File: src/design/vdt_pkg.sv
// ----------------------------------------------------------------------------
// vdt_pkg: shared types and helpers for the vertex dedup table
// Entry layout, operation codes, the word that walks the cell row, and the
// wildcard compare and fill functions used by every cell.
// ----------------------------------------------------------------------------
package vdt_pkg;

    localparam int TABLE_DEPTH = 256;
    localparam int INDEX_WIDTH = 24;
    localparam int SLOT_W      = $clog2(TABLE_DEPTH);
    localparam int CNT_W       = $clog2(TABLE_DEPTH + 1);

    // stream packing
    localparam int IN_RAW_W  = 4 * INDEX_WIDTH + SLOT_W;
    localparam int IN_W      = ((IN_RAW_W + 7) / 8) * 8;
    localparam int OUT_RAW_W = SLOT_W + 4 * INDEX_WIDTH + CNT_W;
    localparam int OUT_W     = ((OUT_RAW_W + 7) / 8) * 8;
    localparam int IN_USER_W  = 3;
    localparam int OUT_USER_W = 2;

    typedef enum logic [1:0] {
        OP_INSERT = 2'd0,
        OP_CLEAR  = 2'd1,
        OP_READ   = 2'd2
    } op_t;

    typedef logic [INDEX_WIDTH-1:0] index_t;

    typedef struct packed {
        index_t texcoord;
        index_t color;
        index_t normal;
        index_t pos;
    } entry_t;

    // word handed from cell to cell
    typedef struct packed {
        logic              valid;
        op_t               op;
        logic              share;
        entry_t            req;
        logic [SLOT_W-1:0] read_slot;
        logic [SLOT_W-1:0] idx;
        logic [CNT_W-1:0]  count;
        logic              found;
        logic              is_new;
        logic [SLOT_W-1:0] slot;
        entry_t            data;
    } token_t;

    function automatic logic is_set(input index_t v);
        return ~v[INDEX_WIDTH-1];
    endfunction

    function automatic logic field_ok(input index_t e, input index_t r);
        return (e == r) || !is_set(e) || !is_set(r);
    endfunction

    function automatic logic compatible(input entry_t e, input entry_t r);
        return field_ok(e.pos, r.pos) && field_ok(e.normal, r.normal) &&
               field_ok(e.color, r.color) && field_ok(e.texcoord, r.texcoord);
    endfunction

    function automatic entry_t fill_entry(input entry_t e, input entry_t r);
        entry_t f;
        f.pos      = is_set(r.pos)      ? r.pos      : e.pos;
        f.normal   = is_set(r.normal)   ? r.normal   : e.normal;
        f.color    = is_set(r.color)    ? r.color    : e.color;
        f.texcoord = is_set(r.texcoord) ? r.texcoord : e.texcoord;
        return f;
    endfunction

endpackage

File: src/design/vdt_cell.sv
// ----------------------------------------------------------------------------
// vdt_cell: one slot of the vertex dedup table
// Holds one entry. The request word passes through once per cycle; the cell
// matches and fills, appends, or serves a read when the word reaches it.
// ----------------------------------------------------------------------------
module vdt_cell (
    input  logic            aclk,
    input  logic            aresetn,
    input  vdt_pkg::token_t tok_in,
    output vdt_pkg::token_t tok_out
);

    vdt_pkg::entry_t entry_reg;
    vdt_pkg::entry_t entry_next;
    vdt_pkg::token_t tok_reg;
    vdt_pkg::token_t tok_next;

    logic below_count;
    logic hit_match;
    logic hit_append;
    logic hit_read;

    assign below_count = {1'b0, tok_in.idx} < tok_in.count;

    assign hit_match  = tok_in.valid && (tok_in.op == vdt_pkg::OP_INSERT) &&
                        tok_in.share && !tok_in.found && below_count &&
                        vdt_pkg::compatible(entry_reg, tok_in.req);
    // the first free slot is reached only after every stored one was scanned
    assign hit_append = tok_in.valid && (tok_in.op == vdt_pkg::OP_INSERT) &&
                        !tok_in.found && ({1'b0, tok_in.idx} == tok_in.count);
    assign hit_read   = tok_in.valid && (tok_in.op == vdt_pkg::OP_READ) &&
                        below_count && (tok_in.idx == tok_in.read_slot);

    always_comb begin
        entry_next = entry_reg;
        tok_next   = tok_in;
        tok_next.idx = tok_in.idx + 1'b1;
        if (hit_match) begin
            entry_next = vdt_pkg::fill_entry(entry_reg, tok_in.req);
        end else if (hit_append) begin
            entry_next = tok_in.req;
        end
        if (hit_match || hit_append || hit_read) begin
            tok_next.found  = 1'b1;
            tok_next.is_new = hit_append;
            tok_next.slot   = tok_in.idx;
            tok_next.data   = entry_next;
        end
    end

    always_ff @(posedge aclk) begin
        entry_reg <= entry_next;
        if (!aresetn) begin
            tok_reg <= '0;
        end else begin
            tok_reg <= tok_next;
        end
    end

    assign tok_out = tok_reg;

endmodule

File: config.mk
export PLATFORM = sky130hd
export DESIGN_NAME = vdt_cell
export DESIGN_NICKNAME = d
export VERILOG_FILES = /design/src/design/vdt_pkg.sv /design/src/design/vdt_cell.sv
export SDC_FILE = /design/constraint.sdc
export NUM_CORES = 1
export LEC_CHECK = 0
export ABC_AREA = 1
export BUFFER_PORTS_ARGS = -buffer_cell sky130_fd_sc_hd__buf_2
export CAP_MARGIN = 10
export CORE_MARGIN = 5
export CORE_UTILIZATION = 40
export CTS_CLUSTER_DIAMETER = 120
export DETAILED_ROUTE_END_ITERATION = 7
export PLACE_DENSITY = 0.66
export SLEW_MARGIN = 20
export SYNTH_ARGS = -nofsm -noshare
export SYNTH_HDL_FRONTEND = slang
export SYNTH_SLANG_ARGS = --single-unit
File: constraint.sdc
create_clock -name aclk -period 2 [get_ports aclk]
set_input_delay 0.1 -clock aclk [delete_from_list [all_inputs] [get_ports aclk]]
set_output_delay 0.1 -clock aclk [all_outputs]
set_load 0.005 [all_outputs]
==> metrics.md <==
| Metric | Value |
|---|---|
| Status | `finished with violations` |
| Violated checks | `negative setup slack` |
| F_max | `423 MHz` |
| Clk sink count | `327` |
| Leak Pwr | `roughly 0.014 µW` |
| Fin nets | `3,632` |
| CTS H-tree lvls | `2` |
| Slew Viols, Final | `0` |
| Number of distinct library cells after synthesis | `25` |
| Routability cong. | `0.859` |
| Synth Area in XOR/XNOR | `0.615%` |
| Setup WS pre-CTS | `-0.555 ns` |
| Core region area | `slightly below 40,000 µm²` |
| Maximum number of pins on one net before global-route repair | `a little under 60` |
| Cts bufs inserted | `39` |
| Initial antenna violation count | `4` |
| Cell area after layout | `25,300 µm²` |
| Worst path arrival time | `2.81 ns` |
| Starting Density | `40.5%` |
| Sw power | `around 4400 µW` |
| Placed cell areas | `around 20,000 µm²` |
| Max Cap Viol | `0` |
| Synthesized net count | `2,766` |
| Min-delay src | `tok_in[17]` |
| Tcrit/Tclk final | `118%` |
| Max reg flops | `231` |
| Drt first-iter violations | `around 1,300` |
| Synth top area share | `41.8%` |
| Clk root buf | `clkbuf_16` |
| Synth top area cells | `dfxtp_1, nand2_1, inv_1, nor2_1, o21ai_0` |
| Via count | `19,000` |
| Synth cell count leaders | `nand2_1, inv_1, dfxtp_1, nor2_1, o21ai_0` |
| Asr flop ratio synth | `0%` |
| CTS tree | `built` |
| Worst clock skew | `0.0187 ns` |
| Seq/Total Area, Yosys | `41.8%` |
| Post-synth EDFFs | `0` |
| Via density | `4.81` |
| RSZ-0062 raised after global routing | `yes` |
| Crit start category | `flop` |
| Adder-cell area share of the yosys netlist | `1.04%` |
| Mux cell area share after synthesis | `0%` |
| Flops & latches, synth | `roughly 330` |
| Logic pwr share | `15.2%` |
| Setup violators final | `203` |
| Kind of critical path | `reg2reg` |
| Num ports | `approximately 460` |
| Drt pass-1 iters | `5` |
| DIE AREA | `approximately 43,000 µm²` |
| Crit Path Max Fanout | `10` |
| Worst hold path depth | `5` |
| Post-synthesis compound-gate area fraction | `7.04%` |
| Num rows | `72` |
| Setup TNS | `-42.76 ns` |
| Crit path time final | `between 2 and 2.5 ns` |
| Clock transition at the registers of the reported paths | `0.06 ns` |
| Chip Width | `208 µm` |
| Clock Path Buffers | `3` |
| Remaining global-route overflow | `0` |
| Global-route wire length before repair | `99,900 µm` |
| Power Total | `16,900 µW` |
| Setup crit end kind | `flop` |
| Average size of a mapped cell | `just over 6 µm²` |
| RR Startpoint | `entry_reg[47]$_DFF_P_` |
| Number of global-route vias before repair | `approximately 19,000` |
| Min-delay worst type | `in2reg` |
| # fillers | `3,276` |
| Final setup margin | `-0.363 ns` |
| Hold violation count in the final report | `0` |
| Max_slew headroom | `66.7%` |
| Synth warn | `0` |
| Remaining antenna violation count | `0` |
| Sw frac | `26.0%` |
| Data required time of the worst path | `2.45 ns` |
| Clock power frac | `43.2%` |
| Worst-Margin Slew | `0.499 ns` |
| Detailed placer's ending HPWL | `41,600 µm` |
| Layout cells sized above 1 | `27.6%` |
| P&R area growth vs syn | `61.4%` |
| CP startpoint | `entry_reg[47]$_DFF_P_` |
| Largest family of logic cells by synthesized area | `simple AND/OR/NAND/NOR gates` |
| Mapped Area | `approximately 16,000 µm²` |
| Synthesized instance count | `between 2,000 and 3,000` |
| Main synth FF type | `dfxtp_1` |
| DRC | `0` |
| Int Power | `12,500 µW` |
| Buffers added on ports | `463` |
| P per Cell Area | `668 nW/µm²` |
| Reg power frac | `41.6%` |
| Average routed wire per standard cell | `16.7 µm` |
| Worst-Skew Late Latency | `0.55 ns` |
| Yosys top cell by area | `dfxtp_1` |
| Vert. Die Dim | `~210 µm` |
| GRT Resource Usage Total | `approximately 28%` |
| Top-count cell post-synth | `nand2_1` |
| Simple-gate share of the synthesized area | `35.5%` |
| Maximum vdd drop | `between 600 and 700 µV` |
| Hold Slack | `0.0163 ns` |
| Reg2reg path depth | `18` |
| Final wirelength | `between 60,000 and 70,000 µm` |
==> cell type report <==
| cell class | instances | area (µm²) | share of cell area [%] |
|---|---|---|---|
| diodes | 3 | 7.51 | 0.0297 |
| repair buffers | 959 | 7670 | 30.4 |
| flip-flops and latches | 327 | 6560 | 26.0 |
| clock buffers | 55 | 1140 | 4.51 |
| clock inverters | 15 | 165 | 0.654 |
| multi-input cells | 1628 | 7450 | 29.5 |
| inverters | 431 | 1630 | 6.45 |
| well taps | 518 | 648 | 2.56 |
==> power by group through the flow <==
stage,clock network (µW),registers (µW),logic (µW)
after detailed placement,0,7140,2010
final,7290,7010,2570
after floorplan,0,7160,894
after CTS,7400,7000,2450
after global routing,7660,7040,2820
after global placement,0,7140,1970
==> layer usage <==
layer / vias up / GRT usage [%] / wire length [µm]
li1: 9304 / - / -
met1: 8748 / 33.9 / 25900
met2: 757 / 51.0 / 32900
met3: 142 / 5.62 / 4600
met4: 0 / 9.11 / 2320
met5: - / 0 / 0
==> final timing paths <==
kind                                               end  slack (ns)
worst min register to register   entry_reg[66]$_DFF_P_        0.60
worst max register to register  tok_out[39]$_SDFF_PN0_       -0.36
worst min-delay path            tok_out[17]$_SDFF_PN0_        0.02
worst max-delay path            tok_out[39]$_SDFF_PN0_       -0.36
==> kinds of logic (layout without fill, tap and decap cells) <==
group                    after synthesis  count (layout)
adder cells (fa/ha/maj)               13              13
XOR/XNOR                              11              11
AO/OA/AOI/OAI                        219             219
AND/OR/NAND/NOR                     1385            1385
other                                  0               3
flip-flops                           327             327
buffers and inverters                565            1460
==> metrics by stage <==
| step | utilization, % | instances |
|---|---|---|
| after floorplan | - | 2520 |
| after global placement | 51.4 | 3566 |
| after detailed placement | 51.4 | 3566 |
| after CTS | 63.4 | 3913 |
| after global routing | 65.4 | 3936 |
| final | 65.4 | 3936 |
==> timing repair <==
| action | 4_1_cts | 5_1_grt |
|---|---|---|
| buffers inserted | 12 | 10 |
| endpoints found under the hold margin | 234 | 0 |
| resized for setup | 89 | 132 |
| setup endpoints to repair | 202 | 203 |
| hold buffers | 252 | 0 |
| pin swaps | 42 | 46 |
| cloned | 14 | 11 |
==> critical path, stage by stage (launching register included) <==
cell and delay [ns]:
dfxtp_2 0.35, ha_4 0.20, inv_2 0.05, nand2_2 0.05
nor2_2 0.09, nand2_1 0.07, nor2_2 0.13, nand3_2 0.10
nand2_2 0.10, nand2_2 0.06, nor2_4 0.13, buf_12 0.12
nand2_8 0.08, buf_4 0.19, clkbuf_16 0.18, nand2_1 0.09
nand2_2 0.07, nor2_1 0.13, nor2_1 0.05
==> cells in the final DEF, fill, tap and decap left out, types with 34 or more instances in the layout <==
cell / count
nand2_1: 812
buf_2: 462
inv_1: 410
dfxtp_1: 318
nor2_1: 262
dlygate4sd3_1: 252
o21ai_0: 171
buf_4: 171
nand3_1: 93
nand4_1: 73
nand2_2: 55
clkbuf_16: 51
nor2_2: 45
buf_12: 34
(Power assumes the default switching activity.)
